<file path="src/hdl/fbfl_pkg.sv">
// ----------------------------------------------------------------------------
// fbfl_pkg
// Shared types and constants of the fixed block free list allocator.
// ----------------------------------------------------------------------------
package fbfl_pkg;

  localparam int unsigned MAX_BLOCKS   = 64;
  localparam int unsigned HEADER_BYTES = 8;
  localparam int unsigned MANAGE_BYTES = 24;
  localparam int unsigned ALIGN_BYTES  = 8;

  localparam int unsigned IDX_W   = $clog2(MAX_BLOCKS);
  localparam int unsigned CNT_W   = 7;
  localparam int unsigned PAY_W   = 13;
  localparam int unsigned BSIZE_W = 14;
  localparam int unsigned PROD_W  = IDX_W + BSIZE_W;
  localparam int unsigned OFF_W   = 18;
  localparam int unsigned CFG_W   = 13;
  localparam int unsigned CFGI_W  = 1;

  localparam logic [CNT_W-1:0] COUNT_MAX     = {CNT_W{1'b1}};
  localparam logic [CNT_W-1:0] MAX_BLOCKS_C  = CNT_W'(MAX_BLOCKS);
  localparam logic [PAY_W-1:0] PAYLOAD_RESET = PAY_W'(8);

  typedef enum logic [1:0] {
    OP_ALLOC  = 2'd0,
    OP_FREE   = 2'd1,
    OP_REINIT = 2'd2,
    OP_NOP    = 2'd3
  } op_e;

  typedef enum logic [1:0] {
    ST_OK    = 2'd0,
    ST_EMPTY = 2'd1,
    ST_RANGE = 2'd2
  } status_e;

  typedef enum logic [CFGI_W-1:0] {
    CFG_BLOCK_COUNT   = 1'b0,
    CFG_PAYLOAD_BYTES = 1'b1
  } cfg_idx_e;

  typedef struct packed {
    logic accept;
    logic commit;
  } fbfl_cmd_t;

  typedef struct packed {
    logic out_free;
  } fbfl_stat_t;

endpackage

</file>
<file path="src/hdl/fbfl_ram.sv">
// ----------------------------------------------------------------------------
// fbfl_ram
// Generic single-write, single-read RAM with registered read data.
// ----------------------------------------------------------------------------
module fbfl_ram #(
  parameter int unsigned WIDTH = 8,
  parameter int unsigned DEPTH = 64
) (
  input  logic                     clk_i,
  input  logic                     we_i,
  input  logic [$clog2(DEPTH)-1:0] waddr_i,
  input  logic [WIDTH-1:0]         wdata_i,
  input  logic                     re_i,
  input  logic [$clog2(DEPTH)-1:0] raddr_i,
  output logic [WIDTH-1:0]         rdata_o
);

  logic [WIDTH-1:0] mem_q [DEPTH];
  logic [WIDTH-1:0] rdata_q;

  always_ff @(posedge clk_i) begin
    if (we_i) begin
      mem_q[waddr_i] <= wdata_i;
    end
    if (re_i) begin
      rdata_q <= mem_q[raddr_i];
    end
  end

  assign rdata_o = rdata_q;

endmodule

</file>
<file path="src/hdl/fbfl_ctrl.sv">
// ----------------------------------------------------------------------------
// fbfl_ctrl
// Two-state sequencer: take a beat, then commit it into the output register.
// ----------------------------------------------------------------------------
module fbfl_ctrl (
  input  logic                clk_i,
  input  logic                rst_ni,
  input  logic                in_valid_i,
  output logic                in_stall_o,
  input  fbfl_pkg::fbfl_stat_t stat_i,
  output fbfl_pkg::fbfl_cmd_t  cmd_o
);
  import fbfl_pkg::*;

  typedef enum logic [1:0] {
    S_IDLE = 2'b01,
    S_RUN  = 2'b10
  } state_e;

  state_e state_q, state_d;

  always_comb begin
    state_d    = state_q;
    cmd_o      = '0;
    in_stall_o = 1'b1;
    unique case (state_q)
      S_IDLE: begin
        in_stall_o   = 1'b0;
        cmd_o.accept = in_valid_i;
        if (in_valid_i) begin
          state_d = S_RUN;
        end
      end
      S_RUN: begin
        cmd_o.commit = stat_i.out_free;
        if (stat_i.out_free) begin
          state_d = S_IDLE;
        end
      end
      default: state_d = S_IDLE;
    endcase
  end

  always_ff @(posedge clk_i or negedge rst_ni) begin
    if (!rst_ni) begin
      state_q <= S_IDLE;
    end else begin
      state_q <= state_d;
    end
  end

endmodule

</file>
<file path="src/hdl/fbfl_dp.sv">
// ----------------------------------------------------------------------------
// fbfl_dp
// Free list datapath: head, count, link memory, offset and output register.
// ----------------------------------------------------------------------------
module fbfl_dp (
  input  logic                         clk_i,
  input  logic                         rst_ni,
  input  fbfl_pkg::fbfl_cmd_t          cmd_i,
  output fbfl_pkg::fbfl_stat_t         stat_o,
  input  logic                         cfg_we_i,
  input  logic [fbfl_pkg::CFGI_W-1:0]  cfg_idx_i,
  input  logic [fbfl_pkg::CFG_W-1:0]   cfg_data_i,
  input  logic [1:0]                   opcode_i,
  input  logic [fbfl_pkg::IDX_W-1:0]   block_index_i,
  output logic                         out_valid_o,
  input  logic                         out_stall_i,
  output logic [1:0]                   status_o,
  output logic [fbfl_pkg::IDX_W-1:0]   granted_index_o,
  output logic [fbfl_pkg::OFF_W-1:0]   payload_offset_o,
  output logic [fbfl_pkg::CNT_W-1:0]   free_blocks_o
);
  import fbfl_pkg::*;

  logic [CNT_W-1:0]      block_count_q;
  logic [PAY_W-1:0]      payload_q;
  logic [CNT_W-1:0]      head_q, head_d;
  logic [CNT_W-1:0]      total_q, total_d;
  logic [CNT_W-1:0]      pool_q, pool_d;
  logic [MAX_BLOCKS-1:0] vld_q, vld_d;
  op_e                   op_q;
  logic [IDX_W-1:0]      idx_q;

  logic                  out_valid_q;
  status_e               status_q, status_d;
  logic [IDX_W-1:0]      granted_q, granted_d;
  logic [OFF_W-1:0]      offset_q, offset_d;
  logic [CNT_W-1:0]      free_q;

  logic [CNT_W-1:0]      rd_link;
  logic [CNT_W-1:0]      link;
  logic                  mem_we;
  logic [BSIZE_W-1:0]    bsize_sum, bsize;
  logic [PROD_W-1:0]     prod;
  logic                  has_offset;
  logic [CNT_W-1:0]      clamp_cnt;

  fbfl_ram #(
    .WIDTH (CNT_W),
    .DEPTH (MAX_BLOCKS)
  ) u_link_ram (
    .clk_i   (clk_i),
    .we_i    (mem_we),
    .waddr_i (idx_q),
    .wdata_i (head_q),
    .re_i    (cmd_i.accept),
    .raddr_i (head_q[IDX_W-1:0]),
    .rdata_o (rd_link)
  );

  assign link = vld_q[head_q[IDX_W-1:0]] ? rd_link : head_q + CNT_W'(1);

  assign bsize_sum = BSIZE_W'(payload_q) + BSIZE_W'(HEADER_BYTES + ALIGN_BYTES - 1);
  assign bsize     = bsize_sum & ~BSIZE_W'(ALIGN_BYTES - 1);
  assign prod      = PROD_W'(granted_d) * PROD_W'(bsize);
  assign clamp_cnt = (block_count_q > MAX_BLOCKS_C) ? MAX_BLOCKS_C : block_count_q;

  assign stat_o.out_free = !out_valid_q || !out_stall_i;

  always_comb begin
    head_d     = head_q;
    total_d    = total_q;
    pool_d     = pool_q;
    vld_d      = vld_q;
    mem_we     = 1'b0;
    status_d   = ST_OK;
    granted_d  = '0;
    has_offset = 1'b0;
    unique case (op_q)
      OP_ALLOC: begin
        if (total_q == '0 || head_q >= pool_q) begin
          status_d = ST_EMPTY;
        end else begin
          granted_d  = head_q[IDX_W-1:0];
          has_offset = 1'b1;
          head_d     = link;
          total_d    = total_q - CNT_W'(1);
        end
      end
      OP_FREE: begin
        granted_d = idx_q;
        if ({1'b0, idx_q} >= pool_q) begin
          status_d = ST_RANGE;
        end else begin
          has_offset   = 1'b1;
          mem_we       = cmd_i.commit;
          vld_d[idx_q] = 1'b1;
          head_d       = {1'b0, idx_q};
          if (total_q < COUNT_MAX) begin
            total_d = total_q + CNT_W'(1);
          end
        end
      end
      OP_REINIT: begin
        vld_d   = '0;
        pool_d  = clamp_cnt;
        head_d  = '0;
        total_d = clamp_cnt;
      end
      OP_NOP: begin
      end
      default: begin
      end
    endcase
    offset_d = has_offset ? OFF_W'(prod + PROD_W'(MANAGE_BYTES + HEADER_BYTES)) : '0;
  end

  always_ff @(posedge clk_i or negedge rst_ni) begin
    if (!rst_ni) begin
      block_count_q <= MAX_BLOCKS_C;
      payload_q     <= PAYLOAD_RESET;
      head_q        <= '0;
      total_q       <= MAX_BLOCKS_C;
      pool_q        <= MAX_BLOCKS_C;
      vld_q         <= '0;
      out_valid_q   <= 1'b0;
    end else begin
      if (cfg_we_i) begin
        unique case (cfg_idx_e'(cfg_idx_i))
          CFG_BLOCK_COUNT:   block_count_q <= cfg_data_i[CNT_W-1:0];
          CFG_PAYLOAD_BYTES: payload_q     <= cfg_data_i[PAY_W-1:0];
          default: begin
          end
        endcase
      end
      if (cmd_i.commit) begin
        head_q      <= head_d;
        total_q     <= total_d;
        pool_q      <= pool_d;
        vld_q       <= vld_d;
        out_valid_q <= 1'b1;
      end else if (out_valid_q && !out_stall_i) begin
        out_valid_q <= 1'b0;
      end
    end
  end

  always_ff @(posedge clk_i) begin
    if (cmd_i.accept) begin
      op_q  <= op_e'(opcode_i);
      idx_q <= block_index_i;
    end
    if (cmd_i.commit) begin
      status_q  <= status_d;
      granted_q <= granted_d;
      offset_q  <= offset_d;
      free_q    <= total_d;
    end
  end

  assign out_valid_o      = out_valid_q;
  assign status_o         = status_q;
  assign granted_index_o  = granted_q;
  assign payload_offset_o = offset_q;
  assign free_blocks_o    = free_q;

endmodule

</file>
<file path="src/hdl/fixed_block_free_list_allocator.sv">
// ----------------------------------------------------------------------------
// fixed_block_free_list_allocator
// Pool of equal-sized blocks tracked by a linked free list.
// ----------------------------------------------------------------------------
// Input channel: in_valid_i / in_stall_o carry one beat of opcode_i and
// block_index_i (allocate, free, reinitialize, no operation). Output channel:
// out_valid_o / out_stall_i carry one result beat per input beat with
// status, block index, payload byte offset and the free block count.
// Configuration: cfg_we_i writes cfg_data_i into register cfg_idx_i (0 block
// count, 1 payload bytes); the user must write only while idle; not enforced.
// Sequencing: an accepted beat waits for the registered read of the link
// memory, then commits into the output register once it is free. The input
// stalls until that commit, so a new beat is not taken before the last.
// Reinitialize clears the per-entry valid bits at its commit, so it is
// sequenced like any other beat.
// Reset: the pool holds 64 free blocks in order, block count 64, payload
// 8 bytes; no result is pending.
// When the receiver stalls, the result holds in the output register and a
// following beat waits in the commit step until the register frees.
// ----------------------------------------------------------------------------
module fixed_block_free_list_allocator (
  input  logic                        clk_i,
  input  logic                        rst_ni,
  input  logic                        cfg_we_i,
  input  logic [fbfl_pkg::CFGI_W-1:0] cfg_idx_i,
  input  logic [fbfl_pkg::CFG_W-1:0]  cfg_data_i,
  input  logic                        in_valid_i,
  output logic                        in_stall_o,
  input  logic [1:0]                  opcode_i,
  input  logic [fbfl_pkg::IDX_W-1:0]  block_index_i,
  output logic                        out_valid_o,
  input  logic                        out_stall_i,
  output logic [1:0]                  status_o,
  output logic [fbfl_pkg::IDX_W-1:0]  granted_index_o,
  output logic [fbfl_pkg::OFF_W-1:0]  payload_offset_o,
  output logic [fbfl_pkg::CNT_W-1:0]  free_blocks_o
);
  import fbfl_pkg::*;

  fbfl_cmd_t  cmd;
  fbfl_stat_t stat;

  fbfl_ctrl u_ctrl (
    .clk_i      (clk_i),
    .rst_ni     (rst_ni),
    .in_valid_i (in_valid_i),
    .in_stall_o (in_stall_o),
    .stat_i     (stat),
    .cmd_o      (cmd)
  );

  fbfl_dp u_dp (
    .clk_i            (clk_i),
    .rst_ni           (rst_ni),
    .cmd_i            (cmd),
    .stat_o           (stat),
    .cfg_we_i         (cfg_we_i),
    .cfg_idx_i        (cfg_idx_i),
    .cfg_data_i       (cfg_data_i),
    .opcode_i         (opcode_i),
    .block_index_i    (block_index_i),
    .out_valid_o      (out_valid_o),
    .out_stall_i      (out_stall_i),
    .status_o         (status_o),
    .granted_index_o  (granted_index_o),
    .payload_offset_o (payload_offset_o),
    .free_blocks_o    (free_blocks_o)
  );

endmodule
</file>
<file path="config.mk">
export PLATFORM = sky130hd
export DESIGN_NAME = fixed_block_free_list_allocator
export DESIGN_NICKNAME = d
export VERILOG_FILES = /design/src/hdl/fbfl_pkg.sv /design/src/hdl/fbfl_ram.sv /design/src/hdl/fbfl_ctrl.sv /design/src/hdl/fbfl_dp.sv /design/src/hdl/fixed_block_free_list_allocator.sv
export SDC_FILE = /design/constraint.sdc
export NUM_CORES = 1
export LEC_CHECK = 0
export ABC_AREA = 1
export CAP_MARGIN = 20
export CORE_MARGIN = 2
export CORE_UTILIZATION = 55
export CTS_CLUSTER_SIZE = 40
export DETAILED_ROUTE_END_ITERATION = 10
export DONT_BUFFER_PORTS = 1
export HOLD_SLACK_MARGIN = 0.02
export PLACE_DENSITY = 0.78
export SYNTH_ARGS = -nofsm -noshare
export SYNTH_HDL_FRONTEND = slang
export SYNTH_SLANG_ARGS = --single-unit
</file>
<file path="constraint.sdc">
create_clock -name clk_i -period 7.7 [get_ports clk_i]
set_clock_uncertainty 0.2 [all_clocks]
set_input_delay 0 -clock clk_i [delete_from_list [all_inputs] [get_ports clk_i]]
set_output_delay 0 -clock clk_i [all_outputs]
set_load 0.05 [all_outputs]
</file>
# Yosys cells after proc, flatten, opt, wreduce, memory -nomap -nowiden
# Memories as Yosys holds them, arrays and structs flattened. A register that Yosys moved wholly into a read port is not among the register bits.
# Cells that the tools add are included.
[totals]
out_inout_bits = 35
n_memories = 1
input_bits = 27
register_bits = 149
mem_bits_rw = 448
[classes]
n_mul = 1
addsub = 5
bitwise_logic = 2
order_cmp = 7
reduce_logical = 17
n_mux = 35
eq_ne = 8
[mem_list]
columns = ["name", "words", "word_bits", "rd", "rd_clocked_by_memory_dff", "write_ports", "line", "source"]
rows = [
  ["u_dp.u_link_ram.mem_q", 64, 7, 1, 1, 1, "fbfl_ram.sv:18", "logic [WIDTH-1:0] mem_q [DEPTH];"],
]
[ops]
columns = ["operator", "count"]
rows = [
  ["64-bit one-hot mux with 2 select lines", 1],
  ["64-bit 2-to-1 mux", 1],
  ["64-bit bitwise OR", 1],
  ["7-bit 2-to-1 mux", 7],
  ["7-bit one-hot mux with 3 select lines", 2],
  ["18-bit by 6-bit adder with 18-bit output, second input constant", 1],
  ["6-bit by 11-bit multiplier with 15-bit output", 1],
  ["13-bit by 4-bit adder with 14-bit output, second input constant", 1],
  ["7-bit by 1-bit adder with 7-bit output, second input constant", 2],
  ["6-bit by 7-bit less-than comparator with 1-bit output, second input constant", 2],
  ["1-bit 2-to-1 mux", 14],
  ["6-bit one-hot mux with 2 select lines", 1],
  ["2-bit one-hot mux with 2 select lines", 2],
  ["2-bit AND reduction", 4],
  ["6-bit by 7-bit >= comparator with 1-bit output", 1],
  ["7-bit >= comparator", 1],
  ["7-bit > comparator, second input constant", 1],
  ["7-bit logical NOT", 1],
  ["7-bit less-than comparator, second input constant", 1],
  ["7-bit by 1-bit subtractor with 7-bit output, second input constant", 1],
  ["1-bit binary-select mux with 6-bit select", 1],
  ["1-bit demux with 6-bit select", 1],
  ["6-bit by 1-bit >= comparator with 1-bit output, second input constant", 1],
  ["2-bit 2-to-1 mux", 3],
  ["other kinds (15)", 23],
]

# Depth between registers and ports, before layout
[depth]
ltp_word = 7
ltp_mapped = 36
mapped_depth_nobuf = 32

# Cells and area by module
# From an unflattened synthesis, not the netlist that was laid out.
[unflattened]
cells_unflattened = 2798
area_unflattened_um2 = 28358.4
[modules_own_cells]
columns = ["mod", "area_each_um2", "cells_per_inst", "seq_area_each_um2", "n_inst"]
rows = [
  ["fbfl_ram", 18615.4, 1590, 13663.1, 1],
  ["fbfl_dp", 9648.0, 1196, 3798.6, 1],
  ["fbfl_ctrl", 95.1, 12, 51.3, 1],
]

# Least setup slack after synthesis
# OpenSTA, ideal clock, no wires.
[synth_timing]
kind = "flip-flop to flip-flop"
start = "register u_dp.head_q[0]"
end = "register u_dp.offset_q[17], in the netlist u_dp.payload_offset_o[17], data pin"
path_buffers = 4
path_stages_with_launch = 33
t_required_ps = 7245
t_arrival_ps = 6315
setup_slack_ps = 930
cell_sequence = "dfrtp_1 buf_6 inv_4 buf_4 buf_2 buf_2 ha_1 inv_1 nand2_1 nand2_1 nand2_1 a21oi_4 nand2_1 nor2_2 inv_2 o21ai_1 inv_2 nor2_1 fa_1 fa_1 inv_1 fa_1 inv_1 ha_1 nand2_1 or2_1 nand3_1 xor2_1 nand3_1 nor3_2 nand3_1 a21oi_1 nor2_1"
[synth_via]
elab_chain_cells = 6
word_cells_on_any_way = 8
[synth_rtl]
columns = ["element", "line", "source"]
rows = [
  ["from (decl)", "fbfl_dp.sv:26", "logic [CNT_W-1:0] head_q, head_d;"],
  ["from (signal assigned)", "fbfl_dp.sv:121", "head_q <= '0;"],
  ["from (signal assigned)", "fbfl_dp.sv:136", "head_q <= head_d;"],
  ["7-bit >= comparator", "fbfl_dp.sv:80", "if (total_q == '0 || head_q >= pool_q) begin"],
  ["1-bit logical OR", "fbfl_dp.sv:80", ""],
  ["6-bit 2-to-1 mux", "fbfl_dp.sv:80", ""],
  ["6-bit one-hot mux with 2 select lines", "fbfl_dp.sv:78", "unique case (op_q)"],
  ["via u_dp.granted_d[3]", "fbfl_dp.sv:35", "logic [IDX_W-1:0] granted_q, granted_d;"],
  ["6-bit by 11-bit multiplier with 15-bit output", "fbfl_dp.sv:64", "assign prod = PROD_W'(granted_d) * PROD_W'(bsize);"],
  ["18-bit by 6-bit adder with 18-bit output", "fbfl_dp.sv:114", "offset_d = has_offset ? OFF_W'(prod + PROD_W'(MANAGE_BYTES + HEADER_BYTES)) : '0;"],
  ["to (signal assigned)", "fbfl_dp.sv:155", "offset_q <= offset_d;"],
  ["to (decl)", "fbfl_dp.sv:36", "logic [OFF_W-1:0] offset_q, offset_d;"],
]
# The timed path passes the listed nets, and every way through them passes these cells.
# A chain may end at the register's enable or synchronous reset.

# Final worst setup path
# Same ends and word-level chain as after synthesis.

==> summary.md <==
| Metric | Value |
|---|---|
| Synth area leaders | edfxtp_1 54%, dfrtp_1 9.3%, nor2_1 4.6% |
| CP Capture Point | u_dp.payload_offset_o[17] |
| Worst path bufs/invs | 7 |
| Cell variety after synth | 55 |
| R2R setup slack | 1.17 ns |
| Critical Path Stages | 29 |
| Synth Instances | 2516 |
| CP max stage delay | 0.55 ns |
| Final cell count without fillers | 3290 |
| Proportion of layout cells with a drive suffix above 1 | 0.0883 |
| Launch point of the worst reg-to-reg path | u_dp.head_q[0] |
| Max clock buf depth | 3 |
| Largest net degree at the start of global routing | 232 |
| Crit-path most repeated cell | nand2_1 |
| Postcts setup bufs | 0 |
| Cell total after placement | 3091 |
| Fin nets | 2672 |
| Antenna-violating nets left | 0 |
| Worst Path Arrival | 6.71 ns |
| Int Power | 7020 uW |
| Dpl hpwl | 41000 um |
| Status | finished clean |
| Vias in the first global route | 19661 |
| Antenna violations before repair | 1 |
| Core area | 0.0499 mm2 |
| Routability cong. | 0.945 |
| Slew Limit Fails | 0 |
| Final setup fails | 0 |
| Leakage | 0.0114 uW |
| Tcrit/Tclk final | 0.848 |
| Clk_lat worst skew | 0.66 ns |
| P_sw | 4450 uW |
| Total CTS buffers | 61 |
| Commonest non-fill, non-tap cell in the layout | edfxtp_1 |
| Sw Share | 0.388 |
| CP max FO | 63 |
| CTS H-tree depth | 2 |
| Tightest Hold Check Type | input port to flip-flop |
| Pwr/cell area | 371 mW/mm2 |
| RR Endpoint | u_dp.payload_offset_o[17] |
| CP Launch Type | flip-flop |
| GR Util All Layers | 0.270 |
| Synth top area share | 0.536 |
| Synth area leader | edfxtp_1 |
| CTS tree | built |
| Final worst slack | 1.17 ns |
| Top FF cell, synth | edfxtp_1 |
| Max-cap check violation count | 0 |
| Synth async-reset ratio | 0.180 |
| Final min period | 6.53 ns |
| Setup TNS Final | 0 ns |
| DRC | 0 |
| Worst hold slack | 0.183 ns |
| Warnings, synthesis | 0 |
| Sink Count | 601 |
| Starting density of the core | 0.554 |
| Drt via density | 6.15 |
| F_max | 0.153 GHz |
| Row cnt | 82 |
| Design area | 0.0310 mm2 |
| Sequential power share | 0.378 |
| Crit-path slowest cell | fa_1 |
| I/O pin cnt | 62 |
| Reg2Reg Depth | 29 |
| WL/cell | 21.5 um |
| Share of total power in combinational logic | 0.366 |
| Die area | 0.0521 mm2 |
| Vias | 20244 |
| WP data required | 7.88 ns |
| DP Worst Slack | 1.24 ns |
| Critical path's top delay family | adder cells |
| Register area share after synthesis | 0.634 |
| Post-synthesis cell area | 0.0276 mm2 |
| Area Growth Syn to Fin | 12.0% |
| Routed Wire Length | 70600 um |
| Syn avg cell area | 11.0 um2 |
| Max-Slew Margin vs Limit | 0.159 |
| DIE WIDTH | 228 um |
| Port bufs | 0 |
| Yosys reg bits | 601 |
| Root Driver | clkbuf_16 |
| Reg clk slew, reported paths | 0.06 ns |
| Iteration-0 DRC Markers | 2660 |
| Commonest cells after routing, fill and taps aside | 493 x edfxtp_1, 337 x nor2_1, 248 x o21ai_0 |
| EDFF count, synth | 493 |
| Worst Tran Pin Value | 1.25 ns |
| Crit Path Category | flip-flop to flip-flop |
| First-pass GRT wire length | 110000 um |
| Clock Power Share | 0.256 |
| Max IR drop VDD | 0.322 mV |
| RSZ-0062 raised after global routing | false |
| Overflow after GRT | 0 |
| Final count of hold timing violations | 0 |
| Placed inst area | 0.0282 mm2 |
| Crit. End Element | flip-flop |
| CP startpoint | u_dp.head_q[0] |
| DRT Pass-1 Iters | 6 |
| Die height | 228 um |
[state kept, by name, summed over array words and instances, names as in the netlist, 13 cells and up]
signal / flops
u_dp.vld_q: 64
u_dp.payload_offset_o: 15
u_dp.payload_q: 13
u_dp.u_link_ram.mem_q: 448
[cell type report]
cell class	instances	area [um2]
Inverter	223	846
Multi-Input combinational cell	1556	8640
Clock inverter	35	349
Tap cell	672	841
Sequential cell	601	17500
Antenna cell	1	2.50
Timing Repair Buffer	125	1090
Fill cell	3760	18900
Clock buffer	77	1650
[what timing repair did]
action,CTS,global route
hold endpoints to repair,200,0
gates resized for setup,0,0
hold buffers,60,0
[cells by family (layout without fill, tap and decap cells)]
logic type / count (synthesis) / count (layout) / share of synthesized area
simple gates: 864 / 864 / 0.137
flops: 601 / 601 / 0.634
compound gates: 592 / 592 / 0.123
buf+inv: 361 / 460 / 0.0544
fa+ha+maj: 77 / 77 / 0.0446
xor+xnor: 19 / 19 / 0.00602
other cells: 1 / 4 / 0.000136
mux: 1 / 1 / 0.000407
[synthesized netlist by cell type (2+ instances only)]
library cell  count
edfxtp_1        493
nor2_1          338
o21ai_0         248
nand2_1         232
inv_1           197
nand3_1         175
a21oi_1         121
dfrtp_1         103
clkbuf_1         80
nor3_1           66
o22ai_1          57
o21ai_1          49
o221ai_1         42
ha_1             41
buf_2            38
fa_1             36
inv_2            23
o211ai_1         22
a22oi_1          19
a2bb2oi_1        14
nand4_1          12
xor2_1           12
nor3_2           10
buf_6             9
a31oi_1           7
buf_4             7
xnor2_1           7
nor2_2            6
dfstp_2           5
nand2_2           5
buf_1             4
nand3_2           4
nor2_4            4
a21o_1            3
nand3b_1          3
a32o_1            2
inv_4             2
o31ai_1           2
or2_2             2
[worst register-to-register path, delay by kind of cell, from the launching register on]
family | cells | cell delay (ns)
xor gates and xnor gates | 1 | 0.13
and+or+nand+nor | 12 | 1.47
buffers and inverters | 7 | 0.88
DFF | 1 | 0.50
adders and majority gates | 5 | 2.19
AOI/OAI and AO/OA | 4 | 0.88
[through the flow]
| stage | util | total power (uW) |
|---|---|---|
| finish | 0.621 | 11500 |
| global route | 0.621 | 12100 |
| CTS | 0.618 | 11400 |
| detailed placement | 0.565 | 8450 |
| global placement | 0.564 | 8290 |
| floorplan | - | 7260 |
[how the worst min path moves through the flow]
stage	start	to	cells after the start
after floorplan	rst_ni	u_ctrl.state_q[1]	0
after global placement	rst_ni	u_dp.total_q[4]	0
after detailed placement	rst_ni	u_dp.total_q[4]	0
after CTS	cfg_idx_i	u_dp.block_count_q[6]	5
after global routing	cfg_idx_i	u_dp.block_count_q[5]	5
final	cfg_idx_i	u_dp.block_count_q[5]	5
[power groups by stage]
| stage | sequential, uW | combinational (uW) | clock [uW] |
|---|---|---|---|
| final | 4330 | 4200 | 2940 |
| after global routing | 4350 | 4620 | 3110 |
| after CTS | 4320 | 4130 | 2960 |
| after detailed placement | 4390 | 4060 | 0 |
| after global placement | 4380 | 3920 | 0 |
| after floorplan | 4500 | 2760 | 0 |
[per-layer routing]
metal  up-vias  GRT usage  wire, um
li1       9018          -         -
met1      9787      0.366     27300
met2      1214      0.429     33000
met3       225     0.0441      6850
met4         0      0.128      3330
met5         -          0         0
(Power assumes the default switching activity.)
